$ cat src/rtl/core/clbs_pkg.sv
package clbs_pkg;

	localparam logic [2:0] REQ_INIT     = 3'd0;
	localparam logic [2:0] REQ_CMD_WR   = 3'd1;
	localparam logic [2:0] REQ_DATA_WR  = 3'd2;
	localparam logic [2:0] REQ_STAT_RD  = 3'd3;
	localparam logic [2:0] REQ_DATA_RD  = 3'd4;
	localparam logic [2:0] REQ_REPLY    = 3'd5;

	localparam logic [1:0] PURP_BUSY    = 2'd0;
	localparam logic [1:0] PURP_STATUS  = 2'd1;
	localparam logic [1:0] PURP_DATA    = 2'd2;

	localparam logic       PH_IDLE      = 1'b0;
	localparam logic       PH_AWAIT     = 1'b1;

	localparam logic [7:0] INIT_BYTE    = 8'h30;
	localparam logic [7:0] INIT_4B_BYTE = 8'h20;
	localparam int         BUSY_BIT     = 7;
	localparam logic [5:0] WAIT_FIRST   = 6'd40;
	localparam logic [5:0] WAIT_NEXT    = 6'd5;

	localparam int QDEPTH = 4;
	localparam int QPTR_W = $clog2(QDEPTH);

	typedef enum logic [2:0] {
		JOB_REFUSE,
		JOB_INIT,
		JOB_WRITE,
		JOB_READ,
		JOB_DONE
	} job_kind_t;

	typedef struct packed {
		job_kind_t  kind;
		logic       rs;
		logic       fb;
		logic [7:0] data;
	} job_t;

	typedef struct packed {
		logic       strobe_res;
		logic       reg_select;
		logic       read_not_write;
		logic [7:0] bus_value;
		logic [5:0] wait_ms;
		logic       read_done;
		logic [7:0] read_value;
		logic       refused;
	} res_t;

endpackage

$ cat src/rtl/core/clbs_front.sv
module clbs_front (
	input  logic          clk,
	input  logic          arst_n,
	input  logic          cfg_wr_en,
	input  logic          cfg_wr_data,
	input  logic          in_valid,
	output logic          in_ready,
	input  logic [2:0]    in_req,
	input  logic [7:0]    in_value,
	input  logic          q_full,
	output logic          push,
	output clbs_pkg::job_t push_job
);
	import clbs_pkg::*;

	logic       fb_q;
	logic       phase_q, phase_d;
	logic [7:0] pending_q, pending_d;
	logic       nib_q, nib_d;
	logic [3:0] hi_q, hi_d;
	logic [1:0] purp_q, purp_d;
	logic       accept;
	logic [7:0] rd_byte;
	logic       have;

	assign in_ready = !q_full;
	assign accept   = in_valid && in_ready;

	always_comb begin
		phase_d   = phase_q;
		pending_d = pending_q;
		nib_d     = nib_q;
		hi_d      = hi_q;
		purp_d    = purp_q;
		push      = 1'b0;
		push_job  = '{kind: JOB_REFUSE, rs: 1'b0, fb: fb_q, data: 8'h00};
		rd_byte   = in_value;
		have      = 1'b0;
		if (accept) begin
			if ((in_req inside {[REQ_INIT:REQ_DATA_RD]}) && phase_q != PH_IDLE) begin
				push = 1'b1;
			end else begin
				case (in_req)
					REQ_INIT: begin
						push          = 1'b1;
						push_job.kind = JOB_INIT;
					end
					REQ_CMD_WR, REQ_STAT_RD, REQ_DATA_RD: begin
						if (in_req == REQ_CMD_WR) begin
							pending_d = in_value;
						end
						purp_d = (in_req == REQ_CMD_WR) ? PURP_BUSY :
							(in_req == REQ_STAT_RD) ? PURP_STATUS : PURP_DATA;
						nib_d         = 1'b0;
						phase_d       = PH_AWAIT;
						push          = 1'b1;
						push_job.kind = JOB_READ;
						push_job.rs   = (in_req == REQ_DATA_RD);
					end
					REQ_DATA_WR: begin
						push          = 1'b1;
						push_job.kind = JOB_WRITE;
						push_job.rs   = 1'b1;
						push_job.data = in_value;
					end
					REQ_REPLY: begin
						if (phase_q == PH_AWAIT) begin
							if (nib_q) begin
								rd_byte = {hi_q, in_value[7:4]};
								nib_d   = 1'b0;
								have    = 1'b1;
							end else if (fb_q) begin
								hi_d          = in_value[7:4];
								nib_d         = 1'b1;
								push          = 1'b1;
								push_job.kind = JOB_READ;
								push_job.rs   = (purp_q == PURP_DATA);
							end else begin
								have = 1'b1;
							end
							if (have) begin
								push = 1'b1;
								if (purp_q == PURP_BUSY) begin
									if (rd_byte[BUSY_BIT]) begin
										nib_d         = 1'b0;
										push_job.kind = JOB_READ;
									end else begin
										phase_d       = PH_IDLE;
										push_job.kind = JOB_WRITE;
										push_job.data = pending_q;
									end
								end else begin
									phase_d       = PH_IDLE;
									push_job.kind = JOB_DONE;
									push_job.data = rd_byte;
								end
							end
						end
					end
					default: begin
					end
				endcase
			end
		end
	end

	always_ff @(posedge clk or negedge arst_n) begin
		if (!arst_n) begin
			fb_q      <= 1'b1;
			phase_q   <= PH_IDLE;
			pending_q <= 8'h00;
			nib_q     <= 1'b0;
			hi_q      <= 4'h0;
			purp_q    <= PURP_BUSY;
		end else begin
			if (cfg_wr_en) begin
				fb_q <= cfg_wr_data;
			end
			phase_q   <= phase_d;
			pending_q <= pending_d;
			nib_q     <= nib_d;
			hi_q      <= hi_d;
			purp_q    <= purp_d;
		end
	end

endmodule

$ cat src/rtl/core/clbs_queue.sv
module clbs_queue (
	input  logic           clk,
	input  logic           arst_n,
	input  logic           push,
	input  clbs_pkg::job_t push_job,
	output logic           full,
	output logic           q_valid,
	output clbs_pkg::job_t head_job,
	input  logic           pop
);
	import clbs_pkg::*;

	job_t              mem_q [QDEPTH];
	logic [QPTR_W-1:0] wr_ptr_q, rd_ptr_q;
	logic [QPTR_W:0]   cnt_q;
	logic              do_push, do_pop;

	assign full     = (cnt_q == (QPTR_W+1)'(QDEPTH));
	assign q_valid  = (cnt_q != '0);
	assign head_job = mem_q[rd_ptr_q];
	assign do_push  = push && !full;
	assign do_pop   = pop && q_valid;

	always_ff @(posedge clk) begin
		if (do_push) begin
			mem_q[wr_ptr_q] <= push_job;
		end
	end

	always_ff @(posedge clk or negedge arst_n) begin
		if (!arst_n) begin
			wr_ptr_q <= '0;
			rd_ptr_q <= '0;
			cnt_q    <= '0;
		end else begin
			if (do_push) begin
				wr_ptr_q <= wr_ptr_q + QPTR_W'(1);
			end
			if (do_pop) begin
				rd_ptr_q <= rd_ptr_q + QPTR_W'(1);
			end
			case ({do_push, do_pop})
				2'b10:   cnt_q <= cnt_q + (QPTR_W+1)'(1);
				2'b01:   cnt_q <= cnt_q - (QPTR_W+1)'(1);
				default: cnt_q <= cnt_q;
			endcase
		end
	end

endmodule

$ cat src/rtl/core/clbs_back.sv
module clbs_back (
	input  logic           clk,
	input  logic           arst_n,
	input  logic           q_valid,
	input  clbs_pkg::job_t head_job,
	output logic           pop,
	output logic           out_valid,
	input  logic           out_ready,
	output clbs_pkg::res_t out_res,
	output logic           out_last
);
	import clbs_pkg::*;

	logic [1:0] step_q;
	logic [1:0] last_idx;
	logic       is_last;
	logic       fire;
	logic       out_valid_q;
	res_t       res_q, res;
	logic       last_q;

	always_comb begin
		case (head_job.kind)
			JOB_INIT:  last_idx = head_job.fb ? 2'd3 : 2'd2;
			JOB_WRITE: last_idx = head_job.fb ? 2'd1 : 2'd0;
			default:   last_idx = 2'd0;
		endcase
	end

	assign is_last = (step_q == last_idx);
	assign fire    = q_valid && (!out_valid_q || out_ready);
	assign pop     = fire && is_last;

	always_comb begin
		res = '0;
		case (head_job.kind)
			JOB_REFUSE: begin
				res.refused = 1'b1;
			end
			JOB_INIT: begin
				res.strobe_res = 1'b1;
				res.bus_value  = (step_q == 2'd3) ? INIT_4B_BYTE : INIT_BYTE;
				res.wait_ms    = (step_q == 2'd0) ? WAIT_FIRST : WAIT_NEXT;
			end
			JOB_WRITE: begin
				res.strobe_res = 1'b1;
				res.reg_select = head_job.rs;
				if (!head_job.fb) begin
					res.bus_value = head_job.data;
				end else if (step_q == 2'd0) begin
					res.bus_value = {head_job.data[7:4], 4'h0};
				end else begin
					res.bus_value = {head_job.data[3:0], 4'h0};
				end
			end
			JOB_READ: begin
				res.strobe_res     = 1'b1;
				res.reg_select     = head_job.rs;
				res.read_not_write = 1'b1;
			end
			JOB_DONE: begin
				res.read_done  = 1'b1;
				res.read_value = head_job.data;
			end
			default: begin
			end
		endcase
	end

	always_ff @(posedge clk) begin
		if (fire) begin
			res_q  <= res;
			last_q <= is_last;
		end
	end

	always_ff @(posedge clk or negedge arst_n) begin
		if (!arst_n) begin
			out_valid_q <= 1'b0;
			step_q      <= 2'd0;
		end else begin
			if (fire) begin
				out_valid_q <= 1'b1;
				step_q      <= is_last ? 2'd0 : step_q + 2'd1;
			end else if (out_ready) begin
				out_valid_q <= 1'b0;
			end
		end
	end

	assign out_valid = out_valid_q;
	assign out_res   = res_q;
	assign out_last  = last_q;

endmodule

$ cat src/rtl/core/char_lcd_bus_sequencer.sv
// channel   dir  handshake          payload
// s_*       in   s_tvalid/s_tready  tuser req_type, tdata value
// m_*       out  m_tvalid/m_tready  tuser strobe_res, tdata result fields, tlast last
// cfg_*     in   cfg_wr_en          cfg_wr_data four_bit_mode
//
// a request is classified in the cycle it is taken and queued as one job
// the back end emits one result per cycle unless m_tready stalls it
// a request has 1 to 4 results (init is 3 or 4), counted by the back end step counter
// requests that give no result never reach the queue
// s_tready drops only while the four-entry job queue is full; m_tready stalls the back end
// reset clears the queue, m_tvalid and the sequencer state; four_bit_mode resets to 1
module char_lcd_bus_sequencer (
	input  logic        clk,
	input  logic        arst_n,
	input  logic        cfg_wr_en,
	input  logic        cfg_wr_data,
	input  logic        s_tvalid,
	output logic        s_tready,
	input  logic [7:0]  s_tdata,  // value
	input  logic [2:0]  s_tuser,  // req_type
	output logic        m_tvalid,
	input  logic        m_tready,
	output logic [31:0] m_tdata,  // reg_select, read_not_write, bus_value, wait_ms,
	                              // read_done, read_value, refused
	output logic [0:0]  m_tuser,  // strobe_res
	output logic        m_tlast
);
	import clbs_pkg::*;

	logic push, q_full, q_valid, pop;
	job_t push_job, head_job;
	res_t out_res;

	clbs_front u_front (
		.clk        (clk),
		.arst_n     (arst_n),
		.cfg_wr_en  (cfg_wr_en),
		.cfg_wr_data(cfg_wr_data),
		.in_valid   (s_tvalid),
		.in_ready   (s_tready),
		.in_req     (s_tuser),
		.in_value   (s_tdata),
		.q_full     (q_full),
		.push       (push),
		.push_job   (push_job)
	);

	clbs_queue u_queue (
		.clk     (clk),
		.arst_n  (arst_n),
		.push    (push),
		.push_job(push_job),
		.full    (q_full),
		.q_valid (q_valid),
		.head_job(head_job),
		.pop     (pop)
	);

	clbs_back u_back (
		.clk      (clk),
		.arst_n   (arst_n),
		.q_valid  (q_valid),
		.head_job (head_job),
		.pop      (pop),
		.out_valid(m_tvalid),
		.out_ready(m_tready),
		.out_res  (out_res),
		.out_last (m_tlast)
	);

	assign m_tuser = out_res.strobe_res;
	assign m_tdata = {6'b0, out_res.refused, out_res.read_value, out_res.read_done,
		out_res.wait_ms, out_res.bus_value, out_res.read_not_write, out_res.reg_select};

	a_push_reaches_output: assert property (@(posedge clk) disable iff (!arst_n)
		push && !q_valid && (!m_tvalid || m_tready) |-> ##2 m_tvalid)
		else $error("queued job did not reach the output register");

	a_pop_marks_last: assert property (@(posedge clk) disable iff (!arst_n)
		pop |=> m_tvalid && m_tlast)
		else $error("job retired without a last result");

	a_read_strobe_releases_bus: assert property (@(posedge clk) disable iff (!arst_n)
		m_tvalid && m_tuser[0] && m_tdata[1] |-> m_tdata[9:2] == 8'h00)
		else $error("read strobe drives the data lines");

endmodule
$ cat config.mk
export PLATFORM = sky130hd
export DESIGN_NAME = char_lcd_bus_sequencer
export DESIGN_NICKNAME = d
export VERILOG_FILES = /design/src/rtl/core/clbs_pkg.sv /design/src/rtl/core/clbs_front.sv /design/src/rtl/core/clbs_queue.sv /design/src/rtl/core/clbs_back.sv /design/src/rtl/core/char_lcd_bus_sequencer.sv
export SDC_FILE = /design/constraint.sdc
export NUM_CORES = 1
export LEC_CHECK = 0
export BUFFER_PORTS_ARGS = -buffer_cell sky130_fd_sc_hd__buf_2
export CAP_MARGIN = 10
export CORE_MARGIN = 2
export CORE_UTILIZATION = 63
export DETAILED_ROUTE_END_ITERATION = 7
export GPL_TIMING_DRIVEN = 0
export HOLD_SLACK_MARGIN = 0.1
export MAX_ROUTING_LAYER = met4
export PLACE_DENSITY = 0.92
export SLEW_MARGIN = 20
export SYNTH_ARGS = -nofsm -noshare
export SYNTH_HDL_FRONTEND = slang
export SYNTH_SLANG_ARGS = --single-unit
export TNS_END_PERCENT = 100
$ cat constraint.sdc
create_clock -name clk -period 6.8 [get_ports clk]
set_input_delay 0 -clock clk [delete_from_list [all_inputs] [get_ports clk]]
set_output_delay 0 -clock clk [all_outputs]
set_load 0.03 [all_outputs]
==> key figures, run 1 <==
Routing
  • Post-route ant nets: 0
  • Via count: 2853
  • Uppermost layer routed: met4
  • First drt pass iteration count: 4
  • Iteration-0 DRC Markers: 169
  • Metal-1 WL: 3431 um
  • Met3 wire length: 346 um
  • Final WL: 8117 um
  • DRC: 0
  • Routed WL per cell: 15.73 um
  • Via-to-Cell Ratio: 5.529
  • Routed wl met2: 4171 um

Placed design
  • Dpl cells: 486
  • Post-Place Worst Slack: 3.723 ns
  • GP Congestion: 0.9490
  • Port bufs: 43
  • HPWL after detailed placement: 5688 um
  • Placed Instance Area: 5081 um2

Clock network
  • CTS Sinks: 103
  • CTS root buffer: clkbuf_8
  • CTS Buffer Depth: 2
  • H-tree Lvls: 3
  • Clock transition at path regs: 0.11 ns
  • Hold buffer count at cts: 14
  • Resized Gates After CTS: 0
  • CTS tree: built
  • CTS Buf Count: 9
  • Worst skew pair latency: 0.37 ns
  • Post-CTS setup buffer count: 0

Critical path
  • CP endpoint: u_queue.cnt_q[2]
  • Arr. time, crit path: 3.38 ns
  • Worst reg2reg path startpoint: u_queue.rd_ptr_q[0]
  • WS Path Type: reg -> reg
  • Critical-path cell list: buf_6 > mux4_2 > nor2_1 > a211oi_2 > o32ai_4 > and2_4 > ha_1 > inv_1 > fa_1 > xor2_1 > nor2_1 > xor2_1
  • Slowest cell delay on critical path: 0.58 ns
  • Worst Path Required: 7.09 ns
  • Crit. Startpoint: u_queue.rd_ptr_q[0]
  • CP max stage cell: mux4_2
  • Cell depth of the worst flop-to-flop path: 12
  • Critical-path maximum fanout: 6
  • Bufs and invs on worst path: 2
  • Worst R2R End: u_queue.cnt_q[2]
  • FF-to-FF setup slack: 3.71 ns
  • Crit end category: flop
  • Top delay family on crit path: adder cells
  • Startpoint types: flop
  • WP depth: 12

STA
  • Final Cycle Share: 0.4543
  • Min cycle time layout: 3.089 ns
  • Endpoints failing setup: 0
  • Clock skew: 0.01387 ns
  • Max Fclk: 0.3237 GHz
  • RSZ-0062 raised after global routing: no
  • Slew Limit Fails: 0
  • Final worst slack: 3.711 ns
  • Final Hold Vio Count: 0
  • Slew @ Worst Pin: 0.6849 ns
  • Setup TNS: 0 ns
  • Fin Hold WS: 0.1764 ns
  • Worst rel slew slack: 0.5434

Pwr
  • Logic gate share of total power: 0.401
  • Sw frac: 0.3780
  • Pwr Total: 2.246 mW
  • Pwr Density: 413.9 nW/um2
  • Clock share of power: 0.168
  • P_leak: 2.154 nW
  • VDD IR-drop max: 0.1734 mV
  • Switching power: 849.0 uW
  • Flop pwr share: 0.431
  • Pint: 1.397 mW

Die
  • Die area: 8129 um2
  • Initial core utilization: 0.6483
  • Die width: 90.16 um
  • DIE HEIGHT: 90.16 um
  • I/O Pins: 53
  • Floorplan Core Area: 7214 um2
  • Placement Rows: 31

Synthesis
  • Leading area contributor after synthesis: edfxtp_1
  • Synth unique cells: 47
  • Post-Synthesis Cells: 336
  • Avg Cell Area, Syn: 13.92 um2
  • Top post-synthesis cells by area: edfxtp_1, dfrtp_1, mux4_2
  • Register area share after synthesis: 0.6327
  • Synth Register Bits: 103
  • Synth Warn #: 0
  • Synthesized area: 4677 um2
  • Post-synth ARST share: 0.2621
  • Top_reg_cell synth: edfxtp_1
  • EDFF count, synth: 76
  • Synth top area share: 0.4880

Finish
  • FILL cells: 454
  • Combined area of the multi-input logic cells: 1570 um2
  • Post-Route Utilization: 0.7522
  • Syn-to-layout area delta: 16.02%
  • Share of layout cells above drive strength 1: 0.2518
  • Nets: 437
  • Final instance area: 5426 um2
  • Ant diodes: 0
  • Non-Filler Instances: 516
  • Seq. cell area: 2959 um2

GRT
  • Largest net degree at the start of global routing: 30
  • Vias in the first global route: 2800
  • GRT Total Usage: 0.2196
  • Initial antenna violation count: 0
  • First-pass GRT wire length: 13580 um
  • Global-route congestion overflow total: 0

Run status
  • Run status: completed

Hold path
  • Min-Delay Path Class: in -> async

Run
  • Max-cap viol count: 0
worst min-delay path by stage:
stage,startpoint,end,slack [ns],cells past startpoint
2_1_floorplan,arst_n,u_back.out_valid,-0.30,0
3_3_place_gp,arst_n,u_front.pending_q[4],0.05,1
3_5_place_dp,arst_n,u_front.pending_q[4],0.05,1
4_1_cts,s_tvalid,u_front.nib_q,0.13,4
5_1_grt,s_tvalid,u_front.nib_q,0.20,4
6_report,arst_n,u_front.pending_q[4],0.18,2
cells by family after synthesis:
group / Yosys count / synth area share
AND/OR/NAND/NOR: 93 / 0.09792
flip-flops: 103 / 0.6327
buffers and inverters: 37 / 0.03959
adder cells (fa/ha/maj): 8 / 0.02301
AO/OA/AOI/OAI: 47 / 0.06956
multiplexers: 38 / 0.1196
XOR/XNOR: 9 / 0.01685
other: 1 / 0.0008018
cell usage after synthesis, drive strengths merged (8+ instances only):
| library cell | n |
|---|---|
| inv | 14 |
| clkbuf | 10 |
| and2 | 12 |
| dfrtp | 26 |
| and3 | 9 |
| mux2i | 12 |
| a22oi | 8 |
| mux2 | 13 |
| mux4 | 13 |
| o21ai | 16 |
| edfxtp | 76 |
| a21oi | 9 |
| nand2 | 21 |
| nor2 | 28 |
| buf | 13 |
area by class of cell:
| class | count | area share |
|---|---|---|
| sequential | 103 | 0.5453 |
| multi-input combinational | 203 | 0.2894 |
| timing repair buffer | 58 | 0.07056 |
| buffer | 23 | 0.02444 |
| clock buffer | 9 | 0.02283 |
| tap | 99 | 0.02283 |
| clock inverter | 7 | 0.01499 |
| inverter | 14 | 0.009684 |
worst register-to-register path, stage by stage, from the launching register on:
cell and delay, ns:
dfrtp_1 0.36, buf_6 0.14, mux4_2 0.58, nor2_1 0.19, a211oi_2 0.08, o32ai_4 0.29
and2_4 0.22, ha_1 0.18, inv_1 0.07, fa_1 0.44, xor2_1 0.15, nor2_1 0.12
xor2_1 0.18
metal layers:
| metal | GRT usage | up-vias |
|---|---|---|
| li1 | - | 1365 |
| met1 | 0.2693 | 1371 |
| met2 | 0.3690 | 99 |
| met3 | 0.03856 | 18 |
| met4 | 0.08333 | 0 |
| met5 | - | - |
placed cells by master (no fill, tap or decap), types with 6 or more instances in the layout:
| master | count |
|---|---|
| a22oi_1 | 8 |
| mux2i_1 | 12 |
| a21oi_1 | 8 |
| dfrtp_1 | 26 |
| nand2b_1 | 6 |
| mux2_2 | 13 |
| ha_1 | 7 |
| conb_1 | 8 |
| buf_2 | 44 |
| edfxtp_1 | 76 |
| nor2b_1 | 6 |
| dlygate4sd3_1 | 14 |
| clkbuf_1 | 10 |
| and3_1 | 9 |
| o21ai_0 | 14 |
| mux4_2 | 13 |
| clkbuf_8 | 9 |
| nand2_1 | 21 |
| and2_1 | 10 |
| buf_4 | 10 |
| inv_1 | 14 |
| nor2_1 | 28 |
power by group through the flow:
stage          Combinational (mW)  Clock (mW)  Sequential [mW]
2_1_floorplan               0.553           0             1.09
3_3_place_gp                0.836           0            0.970
3_5_place_dp                0.893           0            0.982
4_1_cts                     0.904       0.385            0.968
5_1_grt                     0.975       0.407            0.986
6_report                    0.901       0.377            0.968
flip-flops by register name, indices dropped and copies added (netlist names):
| name | flops |
|---|---|
| u_back.out_valid | 1 |
| u_front.phase_q | 1 |
| u_queue.rd_ptr_q | 2 |
| u_queue.wr_ptr_q | 2 |
| u_front.pending_q | 8 |
| u_back.out_res | 23 |
| u_front.nib_q | 1 |
| u_front.purp_q | 2 |
| u_back.out_last | 1 |
| u_back.step_q | 2 |
| u_front.hi_q | 4 |
| u_front.fb_q | 1 |
| u_queue.cnt_q | 3 |
| u_queue.mem_q | 52 |
Power figures use the tool's default switching activity.
==> inputs of run 2 (changes only) <==
Settings changed: ABC_AREA set to 1, CORE_UTILIZATION 63 to 53, PLACE_DENSITY 0.92 to 0.83.
Clock period 6.8 ns to 2.7 ns, I/O delays scaled along.
==> run 2 against run 1 <==
  * Critical path depth up 5
  * Largest cell class unchanged
  * Critical path type unchanged
  * Critical endpoint unchanged
  * Setup slack worse by 3.6 ns
  * Power rose to 2.9 times the previous value
==> key figures, run 2 <==
Run status
  • Run status: completed (unchanged)

Finish
  • Ant diodes: 0 (unchanged)
  • Commonest non-fill, non-tap cell in the layout: nand2_1 (was edfxtp_1)
  • Most flops, register: u_queue.mem_q (unchanged)
  • Most frequent cells in the layout: nand2_1, edfxtp_1, nor2_1 (was edfxtp_1, buf_2, nor2_1)
  • Syn-to-layout area delta: 18.32% (was 16.02%)
  • Seq. cell area: 2959 um2 (unchanged)
  • FILL cells: 668 (was 454)
  • Share of layout cells above drive strength 1: 0.2334 (was 0.2518)
  • Final instance area: 5680 um2 (was 5426 um2)
  • Largest register FFs: 52 (unchanged)
  • Nets: 577 (was 437)
  • Combined area of the multi-input logic cells: 1577 um2 (was 1570 um2)

Run
  • Max-cap viol count: 0 (unchanged)

Critical path
  • Critical-path maximum fanout: 8 (was 6)
  • FF-to-FF setup slack: 0.15 ns (was 3.71 ns)
  • Crit end category: flop (unchanged)
  • Top delay family on crit path: buffers and inverters (was adder cells)
  • Worst Path Required: 2.94 ns (was 7.09 ns)
  • WS Path Type: reg -> reg (unchanged)
  • Startpoint types: flop (unchanged)
  • CP max stage cell: dfrtp_1 (was mux4_2)
  • Arr. time, crit path: 2.79 ns (was 3.38 ns)
  • Slowest cell delay on critical path: 0.41 ns (was 0.58 ns)
  • CP most frequent cell: inv_2
  • Critical-path cell list: inv_2 > buf_6 > nand2_1 > nand3_2 > nand2_2 > buf_4 > nand4_1 > nand2_1 > inv_2 > nand3_4 > inv_2 > ha_1 > inv_2 > fa_2 > a21oi_2 > o21ai_1 > xor2_1 (was buf_6 > mux4_2 > nor2_1 > a211oi_2 > o32ai_4 > and2_4 > ha_1 > inv_1 > fa_1 > xor2_1 > nor2_1 > xor2_1)
  • Bufs and invs on worst path: 6 (was 2)

Routing
  • Final WL: 10140 um (was 8117 um)
  • Routed WL per cell: 15.25 um (was 15.73 um)
  • Via-to-Cell Ratio: 5.358 (was 5.529)
  • Iteration-0 DRC Markers: 304 (was 169)
  • First drt pass iteration count: 5 (was 4)
  • DRC: 0 (unchanged)
  • Via count: 3563 (was 2853)
  • Post-route ant nets: 0 (unchanged)

Pwr
  • VDD IR-drop max: 0.4639 mV (was 0.1734 mV)
  • Pwr Density: 1133 nW/um2 (was 413.9 nW/um2)
  • Pwr Total: 6.434 mW (was 2.246 mW)
  • P_leak: 2.454 nW (was 2.154 nW)

STA
  • Fin Hold WS: 0.1950 ns (was 0.1764 ns)
  • Slew Limit Fails: 0 (unchanged)
  • Final Hold Vio Count: 0 (unchanged)
  • Max Fclk: 0.3916 GHz (was 0.3237 GHz)
  • Slew @ Worst Pin: 0.7864 ns (was 0.6849 ns)
  • Worst rel slew slack: 0.4741 (was 0.5434)
  • Final Cycle Share: 0.9458 (was 0.4543)
  • Endpoints failing setup: 0 (unchanged)
  • Min cycle time layout: 2.554 ns (was 3.089 ns)
  • Clock skew: 0.01948 ns (was 0.01387 ns)

GRT
  • Initial antenna violation count: 0 (unchanged)
  • Global-route congestion overflow total: 0 (unchanged)
  • Largest net degree at the start of global routing: 28 (was 30)
  • First-pass GRT wire length: 16340 um (was 13580 um)
  • GRT Total Usage: 0.2208 (was 0.2196)
  • Vias in the first global route: 3482 (was 2800)

Synthesis
  • Leading area contributor after synthesis: edfxtp_1 (unchanged)
  • Top_reg_cell synth: edfxtp_1 (unchanged)
  • Post-synth ARST share: 0.2621 (unchanged)
  • Synthesized area: 4801 um2 (was 4677 um2)
  • Synth unique cells: 38 (was 47)
  • Synth top area share: 0.4754 (was 0.4880)
  • Register area share after synthesis: 0.6164 (was 0.6327)
  • Synth Register Bits: 103 (unchanged)
  • Post-synth top cells: nand2_1, edfxtp_1, nor2_1 (was edfxtp_1, nor2_1, dfrtp_1)
  • Top post-synthesis cells by area: edfxtp_1, dfrtp_1, nand2_1 (was edfxtp_1, dfrtp_1, mux4_2)
  • Most frequent cell after synthesis: nand2_1 (was edfxtp_1)
  • Avg Cell Area, Syn: 10.32 um2 (was 13.92 um2)
  • Synth Warn #: 0 (unchanged)
  • EDFF count, synth: 76 (unchanged)
  • Post-Synthesis Cells: 465 (was 336)

Clock network
  • CTS Sinks: 103 (unchanged)
  • Worst skew pair latency: 0.37 ns (about the same)
  • CTS Buf Count: 9 (unchanged)
  • H-tree Lvls: 3 (unchanged)
  • CTS tree: built (unchanged)
  • Clock transition at path regs: 0.10 ns (was 0.11 ns)
  • CTS Buffer Depth: 2 (unchanged)
  • CTS root buffer: clkbuf_8 (unchanged)

Placed design
  • HPWL after detailed placement: 6748 um (was 5688 um)
  • GP Congestion: 0.8769 (was 0.9490)
  • Placed Instance Area: 5199 um2 (was 5081 um2)
  • Port bufs: 44 (was 43)

Die
  • DIE HEIGHT: 99.18 um (was 90.16 um)
  • I/O Pins: 53 (unchanged)
  • Die area: 9836 um2 (was 8129 um2)
  • Placement Rows: 34 (was 31)
  • Die width: 99.18 um (was 90.16 um)
  • Initial core utilization: 0.5478 (was 0.6483)
  • Floorplan Core Area: 8763 um2 (was 7214 um2)

Hold path
  • Min-Delay Path Class: in -> reg (was in -> async)
## run 2: cell families (layout without fill, tap and decap cells)
kind of cell             after synthesis  in the layout  synth area share
other                                  1              8         0.0007811
adder cells (fa/ha/maj)                8              8           0.02241
XOR/XNOR                               3              3          0.005474
AO/OA/AOI/OAI                         81             82            0.1006
flip-flops                           103            103            0.6164
buffers and inverters                 72            156           0.07323
AND/OR/NAND/NOR                      197            197            0.1811
## run 2: layer usage
layer / part of all wire / global-route usage
met2: 0.51 / 0.3789
met5: 0 / -
met1: 0.40 / 0.2582
met4: 0.034 / 0.07903
met3: 0.052 / 0.04638
## run 2: cell type report
type	count	share of cell area
flip-flops and latches	103	0.5209
multi-input cells	298	0.2775
repair buffers	68	0.07753
inverters	49	0.03282
plain buffers	23	0.03106
clock buffers	11	0.02665
well taps	108	0.02379
clock inverters	5	0.009692
## run 2: through the flow
step / worst slack (ns) / TNS [ns] / cells / utilization
floorplan: 0.1532 / 0 / 472 / -
global placement: 0.05366 / 0 / 624 / 0.5924
detailed placement: -0.07058 / -0.07058 / 624 / 0.5932
CTS: 0.002821 / 0 / 659 / 0.6386
global route: -0.001874 / -0.001874 / 665 / 0.6482
finish: 0.1463 / 0 / 665 / 0.6482
## run 2: repair_timing
action	CTS	global route
gates cloned	1	0
setup buffers	2	6
pin swaps	2	6
hold endpoints to repair	48	0
hold buffers	16	0
endpoints found under the setup margin	1	1
gates resized for setup	1	12
## run 2: power by group
part / internal [mW] / switching, mW
logic: 0.981 / 2.04
clock network: 0.478 / 0.494
registers: 2.26 / 0.182
total: 3.72 / 2.72
## run 2: path summary, 6_finish.rpt
path | startpoint | end | depth (start not counted)
worst max register to register | u_queue.rd_ptr_q[0] | u_queue.cnt_q[2] | 17
max in group asynchronous | arst_n | u_front.purp_q[0] | 2
worst min register to register | u_queue.cnt_q[1] | u_queue.cnt_q[1] | 2
min in group asynchronous | arst_n | u_back.step_q[1] | 2
worst max-delay path | u_queue.rd_ptr_q[0] | u_queue.cnt_q[2] | 17
worst min-delay path | s_tvalid | u_front.purp_q[0] | 7
## run 2: worst min-delay path, stage by stage
cell and delay (ns):
buf_2 0.09, nand2_1 0.07, inv_2 0.06, nand2_1 0.09, inv_2 0.07, nand2_1 0.08
o21ai_1 0.06
==> inputs of run 3 (changes only) <==
Settings changed: RECOVER_POWER set to 25.
==> run 3 against run 2 <==
  * The run now ends with max-capacitance violations, max-slew violations left
  * Via count shrank 0.17%
  * Sequential power is essentially flat
  * Sequential share of layout area grew 0.32 points
  * Setup slack lost 0.0013 ns
  * Final cell count is the same
  * Die area is the same
  * Clock power is essentially flat
  * Critical endpoint unchanged
  * Design area shrank 0.62%
  * Largest cell class unchanged
  * Combinational power shrank 2%
  * Maximum frequency is essentially flat
==> key figures, run 3 (synthesized netlist as in run 2, its figures left out) <==
Finish
  • Commonest non-fill, non-tap cell in the layout: nand2_1 (unchanged)
  • Syn-to-layout area delta: 17.59% (was 18.32%)
  • Nets: 577 (unchanged)
  • Share of layout cells above drive strength 1: 0.1813 (was 0.2334)
  • Largest register FFs: 52 (unchanged)
  • Post-Route Utilization: 0.6442 (was 0.6482)
  • Ant diodes: 0 (unchanged)
  • Most flops, register: u_queue.mem_q (unchanged)
  • Most frequent cells in the layout: nand2_1, edfxtp_1, nor2_1 (unchanged)

Hold path
  • Hold_sp: s_tvalid (unchanged)
  • Min-Delay Path Class: in -> reg (unchanged)
  • WHS Endpoint: u_front.purp_q[0] (unchanged)
  • WHS Path Cells: 7 (unchanged)

Critical path
  • Cell depth of the worst flop-to-flop path: 17 (unchanged)
  • Arr. time, crit path: 2.80 ns (was 2.79 ns)
  • FF-to-FF setup slack: 0.15 ns (about the same)
  • WS Path Type: reg -> reg (unchanged)
  • Worst R2R End: u_queue.cnt_q[2] (unchanged)
  • Worst reg2reg path startpoint: u_queue.rd_ptr_q[0] (unchanged)
  • Worst Path Required: 2.94 ns (about the same)
  • Critical-path maximum fanout: 8 (unchanged)
  • Crit end category: flop (unchanged)
  • Startpoint types: flop (unchanged)

STA
  • Endpoints failing setup: 0 (unchanged)
  • Final Cycle Share: 0.9463 (was 0.9458)
  • Min cycle time layout: 2.555 ns (was 2.554 ns)
  • Fin Hold WS: 0.1941 ns (was 0.1950 ns)
  • Clock skew: 0.01995 ns (was 0.01948 ns)
  • Max Fclk: 0.3914 GHz (was 0.3916 GHz)
  • Slew @ Worst Pin: 1.624 ns (was 0.7864 ns)
  • Worst rel slew slack: -0.08276 (was 0.4741)
  • Final Hold Vio Count: 0 (unchanged)
  • Slew Limit Fails: 28 (was 0)

Run status
  • Failing checks: max-capacitance violations, max-slew violations
  • Run status: finished with violations (was completed)

Clock network
  • H-tree Lvls: 3 (unchanged)
  • CTS Buffer Depth: 2 (unchanged)
  • CTS Buf Count: 9 (unchanged)
  • Clock transition at path regs: 0.10 ns (about the same)
  • CTS Sinks: 103 (unchanged)
  • CTS tree: built (unchanged)
  • Worst skew pair latency: 0.37 ns (about the same)
  • CTS root buffer: clkbuf_8 (unchanged)

Routing
  • Via-to-Cell Ratio: 5.349 (was 5.358)
  • Final WL: 10180 um (was 10140 um)
  • DRC: 0 (unchanged)
  • First drt pass iteration count: 5 (unchanged)
  • Via count: 3557 (was 3563)
  • Routed WL per cell: 15.31 um (was 15.25 um)
  • Iteration-0 DRC Markers: 309 (was 304)
  • Post-route ant nets: 0 (unchanged)

Pwr
  • Sw frac: 0.4269 (was 0.4221)
  • Pint: 3.663 mW (was 3.718 mW)
  • Switching power: 2.729 mW (was 2.716 mW)
  • Pwr Total: 6.393 mW (was 6.434 mW)
  • Clock share of power: 0.152 (was 0.151)
  • Flop pwr share: 0.383 (was 0.379)
  • P_leak: 2.363 nW (was 2.454 nW)
  • Pwr Density: 1132 nW/um2 (was 1133 nW/um2)
  • Logic gate share of total power: 0.465 (was 0.470)
  • VDD IR-drop max: 0.4664 mV (was 0.4639 mV)

GRT
  • Global-route congestion overflow total: 0 (unchanged)
  • Vias in the first global route: 3482 (unchanged)
  • GRT Total Usage: 0.2208 (unchanged)
  • Initial antenna violation count: 0 (unchanged)
  • Largest net degree at the start of global routing: 28 (unchanged)
  • First-pass GRT wire length: 16340 um (unchanged)

Run
  • Max-cap viol count: 1 (was 0)

Die
  • Die width: 99.18 um (unchanged)
  • I/O Pins: 53 (unchanged)
  • Placement Rows: 34 (unchanged)
  • DIE HEIGHT: 99.18 um (unchanged)
  • Floorplan Core Area: 8763 um2 (unchanged)
  • Die area: 9836 um2 (unchanged)
  • Initial core utilization: 0.5478 (unchanged)

Placed design
  • Port bufs: 44 (unchanged)
  • GP Congestion: 0.8769 (unchanged)
  • HPWL after detailed placement: 6748 um (unchanged)
## run 3: cell count changes in the layout (fill, tap and decap cells not counted), sizes merged
cell / delta
clkbuf: +28
buf: -28
## run 3: critical path, stage by stage (launching register included)
cell and delay (ns):
dfrtp_1 0.41, inv_2 0.07, buf_6 0.13, nand2_1 0.07, nand3_1 0.09, nand2_2 0.10, buf_4 0.15, nand4_1 0.08
nand2_1 0.07, inv_2 0.12, nand3_4 0.11, inv_2 0.07, ha_1 0.15, inv_2 0.06, fa_2 0.37, a21oi_2 0.14
o21ai_1 0.08, xor2_1 0.15
## run 3: final cells by class
type                       instances  area (um2)
fill                             685        3118
sequential                       103        2959
multi-input combinational        298        1577
timing repair buffer              68       405.4
inverter                          49       186.4
buffer                            23       176.4
clock buffer                      11       151.4
tap                              108       135.1
clock inverter                     5       55.05
## run 3: power by group through the flow
stage	combinational (mW)	clock, mW	sequential (mW)
floorplan	1.67	0	2.82
global placement	2.60	0	2.45
detailed placement	2.73	0	2.48
CTS	2.83	0.992	2.44
global route	3.26	1.05	2.49
finish	2.97	0.973	2.45
## run 3: per-layer routing
metal  GRT usage  share of wire  wire [um]
met1      0.2582           0.40       4117
met2      0.3789           0.51       5196
met3     0.04638          0.050        513
met4     0.07903          0.035        354
met5           -              0          0
## run 3: worst max-delay path by stage
stage | start | to | cells after the start | slack (ns)
final | u_queue.rd_ptr_q[0] | u_queue.cnt_q[2] | 17 | 0.15
after global routing | u_queue.rd_ptr_q[0] | u_queue.cnt_q[2] | 18 | -0.002
after CTS | u_queue.rd_ptr_q[0] | u_queue.cnt_q[2] | 16 | 0.003
after detailed placement | u_back.out_valid | u_queue.cnt_q[2] | 11 | -0.07
after global placement | u_back.out_valid | u_queue.cnt_q[2] | 11 | 0.05
after floorplan | u_back.out_valid | u_queue.cnt_q[2] | 11 | 0.15
## run 3: through the flow
stage	std cells	TNS (ns)	cell area, um2	setup slack [ns]
detailed placement	624	-0.07058	5199	-0.07058
global placement	624	0	5191	0.05366
CTS	659	0	5597	0.002821
finish	665	0	5645	0.1450
floorplan	472	0	4836	0.1532
global route	665	-0.001874	5645	-0.001874
## run 3: what timing repair did
action,in CTS,in global routing
endpoints found under the setup margin,1,1
hold buffers,16,0
setup buffers,2,6
gates resized for setup,1,12
pin swaps,2,6
cloned,1,0
endpoints found under the hold margin,48,0
